## src/rtl/sdtq_pkg.sv

```systemverilog
// Shared types and constants for the sorted deadline timer queue.
// No dependencies; every other file imports this package.
`default_nettype none

package sdtq_pkg;

   localparam int NUM_TIMERS = 16;
   localparam int SLOT_W     = $clog2(NUM_TIMERS);
   localparam int CNT_W      = $clog2(NUM_TIMERS + 1);
   localparam int TIME_W     = 48;
   localparam int MAX_FIRES  = 16;
   localparam int FIRE_W     = $clog2(MAX_FIRES + 1);
   localparam int MODE_W     = 3;

   // Command codes carried in the mode field.
   typedef enum logic [MODE_W-1:0] {
      MODE_TICK    = 3'd0,
      MODE_SET_DL  = 3'd1,
      MODE_SET_PER = 3'd2,
      MODE_CLR_PER = 3'd3,
      MODE_CANCEL  = 3'd4
   } mode_type;

   typedef struct packed {
      logic [MODE_W-1:0] mode;
      logic [3:0]        slot_id;
      logic [47:0]       time_value;
      logic [47:0]       now_time;
   } req_type;

   typedef struct packed {
      logic       fired_valid;
      logic [3:0] fired_slot;
      logic       last;
   } rsp_type;

   // Selects which slot addresses the deadline read port.
   typedef enum logic [1:0] {
      RD_HEAD,
      RD_POS,
      RD_SLOT
   } rd_sel_type;

   // Datapath operations, one per cycle.
   typedef enum logic [3:0] {
      OP_NONE,
      OP_LOAD,
      OP_REMOVE,
      OP_SET_DL,
      OP_SET_PER,
      OP_CLR_PER,
      OP_FREE,
      OP_TAKE_HEAD,
      OP_RELOAD,
      OP_POS_INC,
      OP_INSERT,
      OP_PUSH,
      OP_EMIT_FINAL
   } op_type;

   typedef struct packed {
      op_type     op;
      rd_sel_type rd_sel;
   } cmd_type;

   typedef struct packed {
      logic [MODE_W-1:0] mode;
      logic              listed;
      logic              periodic;
      logic              fire_ok;
      logic              walk_more;
      logic              pend_valid;
      logic              out_free;
   } status_type;

endpackage

`default_nettype wire

```

## src/rtl/sdtq_datapath.sv

```systemverilog
// Datapath: timer slot storage, sorted order list, walk and fire counters,
// pending fire and result register. Depends on sdtq_pkg; driven by sdtq_ctrl.
`default_nettype none

module sdtq_datapath (
   input  wire                   clock,
   input  wire                   reset,
   input  sdtq_pkg::req_type     req_data,
   input  sdtq_pkg::cmd_type     cmd,
   output sdtq_pkg::status_type  status,
   output logic                  rsp_valid,
   input  wire                   rsp_stall,
   output sdtq_pkg::rsp_type     rsp_data
);
   import sdtq_pkg::*;

   logic [TIME_W-1:0]     dl_ff [NUM_TIMERS];
   logic [TIME_W-1:0]     per_ff [NUM_TIMERS];
   logic [NUM_TIMERS-1:0] per_mark_ff;
   logic [NUM_TIMERS-1:0] listed_ff;
   logic [SLOT_W-1:0]     order_ff [NUM_TIMERS];
   logic [CNT_W-1:0]      cnt_ff;
   logic [CNT_W-1:0]      pos_ff;
   logic [FIRE_W-1:0]     nfire_ff;
   req_type               req_ff;
   logic [SLOT_W-1:0]     slot_ff;
   logic [TIME_W-1:0]     dnew_ff;
   logic                  pend_valid_ff;
   logic [SLOT_W-1:0]     pend_slot_ff;
   logic                  rsp_valid_ff;
   rsp_type               rsp_ff;

   logic [SLOT_W-1:0]     rd_idx;
   logic [TIME_W-1:0]     dl_rd;
   logic [TIME_W-1:0]     sat_now;
   logic [TIME_W-1:0]     sat_rl;
   logic [SLOT_W-1:0]     rm_slot;
   logic [NUM_TIMERS-1:0] match;
   logic [SLOT_W-1:0]     rm_pos;
   logic                  out_free;
   logic                  emit;

   // Saturating add of two time values.
   function automatic logic [TIME_W-1:0] sat_add(input logic [TIME_W-1:0] a,
                                                 input logic [TIME_W-1:0] b);
      logic [TIME_W:0] s;
      s = {1'b0, a} + {1'b0, b};
      return s[TIME_W] ? {TIME_W{1'b1}} : s[TIME_W-1:0];
   endfunction

   // Single deadline read port, addressed by list head, walk position or slot.
   always_comb begin
      case (cmd.rd_sel)
         RD_HEAD: rd_idx = order_ff[0];
         RD_POS:  rd_idx = order_ff[pos_ff[SLOT_W-1:0]];
         default: rd_idx = slot_ff;
      endcase
   end
   assign dl_rd   = dl_ff[rd_idx];
   assign sat_now = sat_add(req_ff.now_time, req_ff.time_value);
   assign sat_rl  = sat_add(dl_rd, per_ff[slot_ff]);

   // Locate the list entry to remove; a listed slot appears exactly once.
   assign rm_slot = (cmd.op == OP_TAKE_HEAD) ? order_ff[0] : slot_ff;
   always_comb begin
      rm_pos = '0;
      for (int j = 0; j < NUM_TIMERS; j++) begin
         match[j] = (CNT_W'(j) < cnt_ff) && (order_ff[j] == rm_slot);
         if (match[j]) begin
            rm_pos = rm_pos | SLOT_W'(j);
         end
      end
   end

   assign out_free = !rsp_valid_ff || !rsp_stall;

   // A result is loaded by the final emit or by a push over a held fire.
   assign emit = (cmd.op == OP_EMIT_FINAL) || (cmd.op == OP_PUSH && pend_valid_ff);

   // Status toward the controller.
   always_comb begin
      status.mode       = req_ff.mode;
      status.listed     = listed_ff[slot_ff];
      status.periodic   = per_mark_ff[slot_ff];
      status.fire_ok    = (cnt_ff != '0) && (nfire_ff < FIRE_W'(MAX_FIRES))
                          && (dl_rd <= req_ff.now_time);
      status.walk_more  = (pos_ff < cnt_ff) && (dl_rd <= dnew_ff);
      status.pend_valid = pend_valid_ff;
      status.out_free   = out_free;
   end

   // Slot storage, order list and result register.
   always_ff @(posedge clock) begin
      if (reset) begin
         per_mark_ff   <= '0;
         listed_ff     <= '0;
         cnt_ff        <= '0;
         pos_ff        <= '0;
         nfire_ff      <= '0;
         pend_valid_ff <= 1'b0;
         rsp_valid_ff  <= 1'b0;
      end else begin
         // The result register fills on an emit and drains when accepted.
         if (emit) begin
            rsp_valid_ff <= 1'b1;
         end else if (out_free) begin
            rsp_valid_ff <= 1'b0;
         end
         if (cmd.op != OP_POS_INC) begin
            pos_ff <= '0;
         end
         case (cmd.op)
            OP_LOAD: begin
               req_ff        <= req_data;
               slot_ff       <= req_data.slot_id;
               nfire_ff      <= '0;
               pend_valid_ff <= 1'b0;
            end
            OP_REMOVE, OP_FREE, OP_TAKE_HEAD: begin
               if (cmd.op == OP_TAKE_HEAD) begin
                  slot_ff <= order_ff[0];
               end
               if (listed_ff[rm_slot]) begin
                  for (int j = 0; j < NUM_TIMERS - 1; j++) begin
                     if (SLOT_W'(j) >= rm_pos) begin
                        order_ff[j] <= order_ff[j+1];
                     end
                  end
                  cnt_ff             <= cnt_ff - 1'b1;
                  listed_ff[rm_slot] <= 1'b0;
               end
               if (cmd.op == OP_FREE) begin
                  dl_ff[slot_ff]       <= '0;
                  per_ff[slot_ff]      <= '0;
                  per_mark_ff[slot_ff] <= 1'b0;
               end
            end
            OP_SET_DL: begin
               dl_ff[slot_ff] <= req_ff.time_value;
               dnew_ff        <= req_ff.time_value;
            end
            OP_SET_PER: begin
               per_mark_ff[slot_ff] <= 1'b1;
               per_ff[slot_ff]      <= req_ff.time_value;
               if (!listed_ff[slot_ff]) begin
                  dl_ff[slot_ff] <= sat_now;
                  dnew_ff        <= sat_now;
               end
            end
            OP_CLR_PER: begin
               per_mark_ff[slot_ff] <= 1'b0;
            end
            OP_RELOAD: begin
               if (per_mark_ff[slot_ff]) begin
                  dl_ff[slot_ff] <= sat_rl;
                  dnew_ff        <= sat_rl;
               end else begin
                  dl_ff[slot_ff]  <= '0;
                  per_ff[slot_ff] <= '0;
               end
            end
            OP_POS_INC: begin
               pos_ff <= pos_ff + 1'b1;
            end
            OP_INSERT: begin
               for (int j = 1; j < NUM_TIMERS; j++) begin
                  if (CNT_W'(j) > pos_ff) begin
                     order_ff[j] <= order_ff[j-1];
                  end
               end
               order_ff[pos_ff[SLOT_W-1:0]] <= slot_ff;
               cnt_ff                       <= cnt_ff + 1'b1;
               listed_ff[slot_ff]           <= 1'b1;
            end
            OP_PUSH: begin
               // Another fire follows, so the held one is not the last.
               if (pend_valid_ff) begin
                  rsp_ff.fired_valid <= 1'b1;
                  rsp_ff.fired_slot  <= pend_slot_ff;
                  rsp_ff.last        <= 1'b0;
               end
               pend_valid_ff <= 1'b1;
               pend_slot_ff  <= slot_ff;
               nfire_ff      <= nfire_ff + 1'b1;
            end
            OP_EMIT_FINAL: begin
               rsp_ff.fired_valid <= pend_valid_ff;
               rsp_ff.fired_slot  <= pend_valid_ff ? pend_slot_ff : '0;
               rsp_ff.last        <= 1'b1;
               pend_valid_ff      <= 1'b0;
            end
            default: begin
            end
         endcase
      end
   end

   assign rsp_valid = rsp_valid_ff;
   assign rsp_data  = rsp_ff;

   // The fill count always matches the number of listed slots.
   a_count_matches: assert property (@(posedge clock) disable iff (reset)
      $countones(listed_ff) == int'(cnt_ff))
      else $error("listed count out of step with listed marks");

   // An insertion never targets a full list.
   a_insert_room: assert property (@(posedge clock) disable iff (reset)
      (cmd.op == OP_INSERT) |-> (cnt_ff < CNT_W'(NUM_TIMERS)))
      else $error("insert into a full order list");

   // A result is loaded only when the result register can take it.
   a_emit_room: assert property (@(posedge clock) disable iff (reset)
      (cmd.op == OP_EMIT_FINAL || (cmd.op == OP_PUSH && pend_valid_ff)) |-> out_free)
      else $error("result register overwritten");

endmodule

`default_nettype wire

```

## src/rtl/sdtq_ctrl.sv

```systemverilog
// Controller state machine: sequences datapath operations for each command.
// Depends on sdtq_pkg; drives sdtq_datapath through cmd_type.
`default_nettype none

module sdtq_ctrl (
   input  wire                  clock,
   input  wire                  reset,
   input  wire                  req_valid,
   output logic                 req_stall,
   input  sdtq_pkg::status_type status,
   output sdtq_pkg::cmd_type    cmd
);
   import sdtq_pkg::*;

   typedef enum logic [3:0] {
      ST_IDLE,
      ST_DISPATCH,
      ST_SETDL,
      ST_WALK,
      ST_CHECK,
      ST_RELOAD,
      ST_FIRED,
      ST_DONE
   } state_type;

   state_type state_ff, state_in;

   // Next state and operation for the current step.
   always_comb begin
      state_in   = state_ff;
      cmd.op     = OP_NONE;
      cmd.rd_sel = RD_SLOT;
      case (state_ff)
         ST_IDLE: begin
            if (req_valid) begin
               cmd.op   = OP_LOAD;
               state_in = ST_DISPATCH;
            end
         end
         ST_DISPATCH: begin
            case (status.mode)
               MODE_TICK: state_in = ST_CHECK;
               MODE_SET_DL: begin
                  cmd.op   = OP_REMOVE;
                  state_in = ST_SETDL;
               end
               MODE_SET_PER: begin
                  cmd.op   = OP_SET_PER;
                  state_in = status.listed ? ST_DONE : ST_WALK;
               end
               MODE_CLR_PER: begin
                  cmd.op   = OP_CLR_PER;
                  state_in = ST_DONE;
               end
               MODE_CANCEL: begin
                  cmd.op   = OP_FREE;
                  state_in = ST_DONE;
               end
               default: state_in = ST_DONE;
            endcase
         end
         ST_SETDL: begin
            cmd.op   = OP_SET_DL;
            state_in = ST_WALK;
         end
         ST_WALK: begin
            cmd.rd_sel = RD_POS;
            if (status.walk_more) begin
               cmd.op = OP_POS_INC;
            end else begin
               cmd.op   = OP_INSERT;
               state_in = (status.mode == MODE_TICK) ? ST_FIRED : ST_DONE;
            end
         end
         ST_CHECK: begin
            cmd.rd_sel = RD_HEAD;
            if (status.fire_ok) begin
               cmd.op   = OP_TAKE_HEAD;
               state_in = ST_RELOAD;
            end else begin
               state_in = ST_DONE;
            end
         end
         ST_RELOAD: begin
            cmd.op   = OP_RELOAD;
            state_in = status.periodic ? ST_WALK : ST_FIRED;
         end
         ST_FIRED: begin
            if (!status.pend_valid || status.out_free) begin
               cmd.op   = OP_PUSH;
               state_in = ST_CHECK;
            end
         end
         ST_DONE: begin
            if (status.out_free) begin
               cmd.op   = OP_EMIT_FINAL;
               state_in = ST_IDLE;
            end
         end
         default: state_in = ST_IDLE;
      endcase
   end

   // State register.
   always_ff @(posedge clock) begin
      if (reset) begin
         state_ff <= ST_IDLE;
      end else begin
         state_ff <= state_in;
      end
   end

   assign req_stall = (state_ff != ST_IDLE);

endmodule

`default_nettype wire

```

## src/rtl/sorted_deadline_timer_queue.sv

```systemverilog
// Top level of the sorted deadline timer queue: controller plus datapath.
// Depends on sdtq_pkg, sdtq_ctrl and sdtq_datapath.
//
//   Channel   Direction  Handshake              Payload
//   req_      in         req_valid/req_stall    req_data (req_type)
//   rsp_      out        rsp_valid/rsp_stall    rsp_data (rsp_type)
//
// One transaction at a time. Clear period, cancel and set period on a listed
// slot go from dispatch straight to done. Set deadline removes the slot,
// writes the deadline and re-inserts it by the one-entry-per-cycle walk over
// the order list; arming set period walks the same way. A tick takes and
// reloads each due head slot, re-sorting a periodic one by the same walk.
// Reset is synchronous and empties the list. A stalled result holds its
// register; the next transaction runs until its first result and waits there.
`default_nettype none

module sorted_deadline_timer_queue (
   input  wire               clock,
   input  wire               reset,
   input  wire               req_valid,
   output logic              req_stall,
   input  sdtq_pkg::req_type req_data,
   output logic              rsp_valid,
   input  wire               rsp_stall,
   output sdtq_pkg::rsp_type rsp_data
);
   import sdtq_pkg::*;

   cmd_type    cmd;
   status_type status;

   sdtq_ctrl u_ctrl (
      .clock     (clock),
      .reset     (reset),
      .req_valid (req_valid),
      .req_stall (req_stall),
      .status    (status),
      .cmd       (cmd)
   );

   sdtq_datapath u_datapath (
      .clock     (clock),
      .reset     (reset),
      .req_data  (req_data),
      .cmd       (cmd),
      .status    (status),
      .rsp_valid (rsp_valid),
      .rsp_stall (rsp_stall),
      .rsp_data  (rsp_data)
   );

endmodule

`default_nettype wire
```

## config.mk

```make
export PLATFORM = sky130hd
export DESIGN_NAME = sorted_deadline_timer_queue
export DESIGN_NICKNAME = d
export VERILOG_FILES = /design/src/rtl/sdtq_pkg.sv /design/src/rtl/sdtq_datapath.sv /design/src/rtl/sdtq_ctrl.sv /design/src/rtl/sorted_deadline_timer_queue.sv
export SDC_FILE = /design/constraint.sdc
export NUM_CORES = 2
export LEC_CHECK = 0
export BUFFER_PORTS_ARGS = -buffer_cell sky130_fd_sc_hd__clkbuf_2
export CORE_UTILIZATION = 50
export DETAILED_ROUTE_END_ITERATION = 12
export GPL_TIMING_DRIVEN = 0
export HOLD_SLACK_MARGIN = 0.15
export PLACE_DENSITY_LB_ADDON = 0.1
export SETUP_SLACK_MARGIN = 0.5
export SLEW_MARGIN = 25
export SYNTH_ARGS = -nofsm -noshare
export SYNTH_HDL_FRONTEND = slang
export SYNTH_SLANG_ARGS = --single-unit
```

## constraint.sdc

```tcl
create_clock -name clock -period 9.4 [get_ports clock]
set_clock_uncertainty 0.15 [all_clocks]
set_input_delay 1.41 -clock clock [delete_from_list [all_inputs] [get_ports clock]]
set_output_delay 1.41 -clock clock [all_outputs]
set_load 0.03 [all_outputs]
```

* After elaboration in Yosys (flattened, before gate mapping)
Memory sizes are Yosys's and may differ from the RTL's. A register that Yosys moved wholly into a read port is not among the register bits.
Cells that the tools add are included.
** Word-level totals
- Memories kept :: 3
- Bits in registers :: 214
- Memory bits (writable) :: 1600
- Output and inout bits :: 8
** Memories
- u_datapath.dl_ff :: words 16, bits a word 48, read ports 1, clocked after memory_dff 0, wr ports 1, RTL line sdtq_datapath.sv:17 : logic [TIME_W-1:0] dl_ff [NUM_TIMERS];
- u_datapath.per_ff :: words 16, bits a word 48, read ports 1, clocked after memory_dff 1, wr ports 1, RTL line sdtq_datapath.sv:18 : logic [TIME_W-1:0] per_ff [NUM_TIMERS];
- u_datapath.order_ff :: words 16, bits a word 4, read ports 17, clocked after memory_dff 1, wr ports 16, RTL line sdtq_datapath.sv:21 : logic [SLOT_W-1:0] order_ff [NUM_TIMERS];
** Operators by class
- Magnitude comparators :: 53
- Mux-type cells :: 252
- Bitwise logic cells :: 27
- Add/sub/neg operators :: 6
- Reductions and logical operators :: 52
- Eq/ne operators :: 49
** Operators with widths (number)
- $mux 48 :: 10
- $mux 1 :: 171
- $pmux 48 s3 :: 1
- $mux 4 :: 35
- $add 48x48->49 :: 2
- $le 48x48->1 :: 2
- $pmux 4 s8 :: 2
- $eq 4x4->1 :: 15
- $pmux 16 s3 :: 1
- $gt 4x5->1 const A :: 8
- $lt 4x5->1 const A :: 8
- $and 16x16->16 :: 2
- $eq 4x3->1 const B :: 8
- $mux 16 :: 2
- $not 16->16 :: 2
- $or 16x16->16 :: 2
- $pmux 16 s2 :: 1
- $ge 4x4->1 const A :: 7
- $logic_and 1x1->1 :: 21
- $mux 3 :: 7
- $eq 4x4->1 const B :: 5
- $gt 3x5->1 const A :: 4
- $lt 3x5->1 const A :: 4
- $or 1x1->1 :: 20
- 50 further kinds :: 99

* Depth between registers and ports, before layout
An unclocked memory read counts as a cell.
- Depth after elaboration :: 35
- Mapped depth :: 30
- Mapped depth without buffers :: 27

* Hierarchy
From an unflattened synthesis, not the netlist that was laid out.
** Unflattened totals
- Cells, all modules :: 5849
- Area, all modules :: 82331.5 sq um
** Modules (own cells, without submodules)
- sdtq_datapath :: cells each 5782, instances 1, area an instance 81846.0 sq um, seq. area each 53941.7 sq um
- sdtq_ctrl :: cells each 67, instances 1, area an instance 485.5 sq um, seq. area each 60.1 sq um

* Worst setup path after synthesis
Ideal clock, no wire load.
- Path type :: reg-to-reg
- Start point :: register u_datapath.pos_ff[1]
- End point :: memory u_datapath.dl_ff[11][0], enable pin
- Path buffers :: 4
- Data required time :: 8.724 ns
- Period minus slack after synthesis :: 9.142 ns
- Slack :: 0.258 ns
- Data arrival time :: 8.466 ns
- Stages on the path, launching flop included :: 26
- Cells stage by stage :: dfxtp_1 -> buf_2 -> mux4_2 -> mux4_2 -> nor3_1 -> a21o_1 -> a221oi_2 -> clkbuf_1 -> buf_1 -> buf_2 -> a211oi_1 -> a21oi_1 -> a21oi_1 -> mux2i_1 -> ha_1 -> nor2b_1 -> o21a_1 -> o21a_1 -> o21bai_1 -> a21o_1 -> a21o_1 -> a21oi_1 -> o22ai_1 -> a311oi_1 -> o21ai_0 -> a211oi_1
** Between the ends
- Cells in the longest elaborated chain, start to end :: 13
- Elaborated cells on any way between the ends :: 31
- Those cells by class :: order compare (1); eq/ne (6); mux (18); bitwise (4); reduce/logical (2)
** Ends and longest elaborated chain
- start, declared :: RTL line sdtq_datapath.sv:23 : logic [CNT_W-1:0] pos_ff;
- start signal, assigned :: RTL line sdtq_datapath.sv:163 : pos_ff <= pos_ff + 1'b1;
- $lt 5x5->1 * :: RTL line sdtq_datapath.sv:87 : status.walk_more = (pos_ff < cnt_ff) && (dl_rd <= dnew_ff);
- $logic_and 1x1->1 * :: RTL line sdtq_datapath.sv:87
- $mux 2 * :: RTL line sdtq_ctrl.sv:68 : if (status.walk_more) begin
- $pmux 4 s8 * :: RTL line sdtq_ctrl.sv:33 : case (state_ff)
- $eq 4x2->1 (tied with other cells) :: RTL line sdtq_datapath.sv:112 : case (cmd.op)
- $reduce_or 3->1 or $mux 1 (tied branches) :: RTL line sdtq_datapath.sv:112, sdtq_datapath.sv:132
- $mux 1 :: RTL line sdtq_datapath.sv:112
- $mux 1 :: RTL line sdtq_datapath.sv:94 : if (reset) begin
- $mux 1 (not written as such) :: RTL line sdtq_datapath.sv:133 : dl_ff[slot_ff] <= '0;
- $or 1x1->1 (no source line) (3 in series)
- $or 1x1->1 (no source line) *
- end, declared :: RTL line sdtq_datapath.sv:17
Every way passes the cells marked *; elsewhere a longest branch is shown, timed or not.

==> out/metrics.cfg <==
[route]
route.detailed.drc=0
postRouteAntennaNets=0
routed_wl_microns=259000
drt_first_pass_iters=6
avgRoutedWirePerCell_microns=30.7
drtIter0Drc=5464
num_vias=53300
vias_per_cell=6.32

[setup_path]
rr_endpoint=u_datapath.order_ff[12][0]$_DFFE_PP_
critPathCapture=u_datapath.order_ff[12][0]$_DFFE_PP_
worst-r2r-cell-count=31
reg2reg_from=u_datapath.pos_ff[1]$_SDFF_PP0_
cpMostUsedCell=buf_4
crit_path_start_kind=register
worstSetupEndpointType=register
slowest_delay_ns=0.63
reg2reg_slack_ns=0.66
cp_max_fo=10
cp_data_arrival_time_ns=9.21
crit_slowest_cell=or4b_4
startpoint=u_datapath.pos_ff[1]$_SDFF_PP0_
crit_type=reg2reg
worstPathRequired_ns=9.88

[floorplanning]
die_w_microns=409
ios=115
start_util_pct=50.3
dieArea_sq_um=167000
die_y_microns=409
core-area_sq_um=165000
rows=149

[power_and_ir_drop]
switching_power_mw=14.0
finalPower_mw=33.2
p_int_mw=19.2
power.leakage_nw=34.4
p_sw_share_pct=42.2
pwr-share-clk_pct=22.7
vdd_ir_drop_max_mv=0.248
share_comb_of_total_power_pct=48.3
seq_power_share_pct=29.0
p_per_area_nw_per_um2=340

[cells_and_area]
layout_commonest_cell=edfxtp_1
final_cell_mix=edfxtp_1 (1,761), a211oi_1 (334), a21oi_1 (320)
fin_nets=6393
areaGrowthSynthToFinish_pct=17.7
drive_gt1_share_pct=20.7

[synth]
yosysSeqAreaShare_pct=65.2
synth_edf_count=1761
syn_inst=5557
synth.distinct_cells=105
synth.avg_cell_area_sq_um=14.9
synth-seq-cells=1817
netlist_area_sq_um=82900
yosys_most_used_dff=edfxtp_1
synthArstFlopShare_pct=0
ys_warn_count=0
syn_nets=5870

[cts]
cts_tree=yes
clk_pin_slew_worst_paths_ns=0.07
clk_path_buf_depth=3
clock_latency_ns=0.86
numCtsBuffers=189
h-tree-depth=4
clock-sinks=1817
cts_hold_buf=0
cts-root-buf=clkbuf_16

[sta]
fin_crit_sh_pct=92.9
min_period_ns=8.74
finalMaxSlewViolations=0
rsz0062_at_grt=false
max_slew_margin_pct=23.7
fmax_mhz=114
finalHoldViolations=0
fin_ws_ns=0.663
setup_violations=0
worst_slew_pin_slew_ns=1.15
tns_ns=0

[place]
dp_hpwl_microns=188000
gp_congestion=0.983
dp_slack_ns=-2.91
io_buffer_count=113

[status]
status=completed

[global_routing]
grt_max_degree=30
grt_antenna_before_repair=7
grt_pass1_vias=52200
grt_use_total_pct=30.8
overflow=0
grt_first_pass_wirelength_microns=368000

[job]
maxCapViolCount=0

[hold_path]
hp-class=reg2reg

## area by class of cell
type                       count  area [sq um]
multi-input combinational   3252         28500
tap                         2189          2740
timing repair buffer         332          3870
clock inverter               120          1290
inverter                     163           612
fill                       12800         67300
antenna                        3          7.51
clock buffer                 229          4950
sequential                  1817         54000
buffer                       325          1560
## logic make-up after synthesis
logic type                 count (synthesis)  share of synthesized area (%)
DFF                                     1817                           65.2
AOI/OAI and AO/OA                       1346                           11.0
and+or+nand+nor                         1052                           6.61
muxes                                    526                           10.5
buffers and inverters                    488                           2.33
adders and majority gates                206                           3.13
xor gates and xnor gates                 122                           1.30
## worst min path at each step
| stage | from | to | slack (ns) | cells after the start |
|---|---|---|---|---|
| after floorplan | u_datapath.slot_ff[2]$_DFFE_PP_ | u_datapath.pend_slot_ff[2]$_DFFE_PP_ | 0.27 | 0 |
| after global placement | u_datapath.slot_ff[2]$_DFFE_PP_ | u_datapath.pend_slot_ff[2]$_DFFE_PP_ | 0.28 | 0 |
| after detailed placement | u_datapath.slot_ff[2]$_DFFE_PP_ | u_datapath.pend_slot_ff[2]$_DFFE_PP_ | 0.28 | 0 |
| after CTS | u_datapath.slot_ff[2]$_DFFE_PP_ | u_datapath.pend_slot_ff[2]$_DFFE_PP_ | 0.30 | 0 |
| after global routing | u_datapath.slot_ff[2]$_DFFE_PP_ | u_datapath.pend_slot_ff[2]$_DFFE_PP_ | 0.30 | 0 |
| final | u_datapath.slot_ff[2]$_DFFE_PP_ | u_datapath.pend_slot_ff[2]$_DFFE_PP_ | 0.29 | 0 |
## critical path: cells and delay by family (launching register included)
kind	cells	cell delay [ns]
AOI/OAI and AO/OA	12	2.84
buffers and inverters	10	2.09
DFF	1	0.41
muxes	3	1.26
and+or+nand+nor	5	1.34
adders and majority gates	1	0.35
## power groups by stage
stage / Sequential, mW / Clock [mW] / Combinational (mW)
final: 9.63 / 7.55 / 16.0
after global routing: 9.63 / 7.93 / 17.0
after CTS: 9.61 / 7.63 / 15.3
after detailed placement: 9.79 / 0 / 14.4
after global placement: 9.84 / 0 / 14.0
after floorplan: 9.65 / 0 / 9.18
## metrics by stage
step	std cells	instance area (sq um)	hold slack, ns	utilization (%)
2_1_floorplan	5557	82900	0.271	-
3_5_place_dp	7977	89100	0.283	54.0
4_1_cts	8370	96600	0.296	58.6
6_report	8430	97500	0.293	59.2
3_3_place_gp	7859	86200	0.284	52.3
5_1_grt	8427	97500	0.298	59.2
## cells in the mapped netlist (59+ instances only)
library cell	count	area share (%)
clkbuf_1	250	1.1
a21oi_1	386	2.3
a21o_1	104	0.94
a211oi_1	360	3.3
edfxtp_1	1761	64
o221ai_1	67	0.71
ha_1	204	3.1
xnor2_1	76	0.80
mux4_2	270	7.3
nor2b_1	227	1.7
nand2_1	201	0.91
nand3_1	88	0.53
o21ai_0	131	0.79
and2_1	59	0.45
inv_1	160	0.72
nor2_1	259	1.2
mux2i_1	242	2.9
## state kept, by name, summed over array words and instances (netlist names), 6 cells and up, named ones only
signal                  cells
u_datapath.order_ff        64
u_datapath.dl_ff          768
u_datapath.dnew_ff         48
u_datapath.rsp_data         6
u_datapath.listed_ff       16
u_datapath.req_ff          96
u_datapath.per_mark_ff     16
u_datapath.per_ff         768
## per-layer routing
metal  vias up  GRT usage [%]  part of all wire (%)
met2      2224           49.2                    47
li1      23100              -                     -
met1     27500           42.5                    42
met3       443           5.28                   7.5
met4         0           11.0                   3.5
met5         -              0                     0
## timing repair
item	4_1_cts	5_1_grt
pin swaps	26	25
buffers inserted	44	57
setup endpoints to repair	1753	1376
resized for setup	227	123
Power figures use the tool's default switching activity.
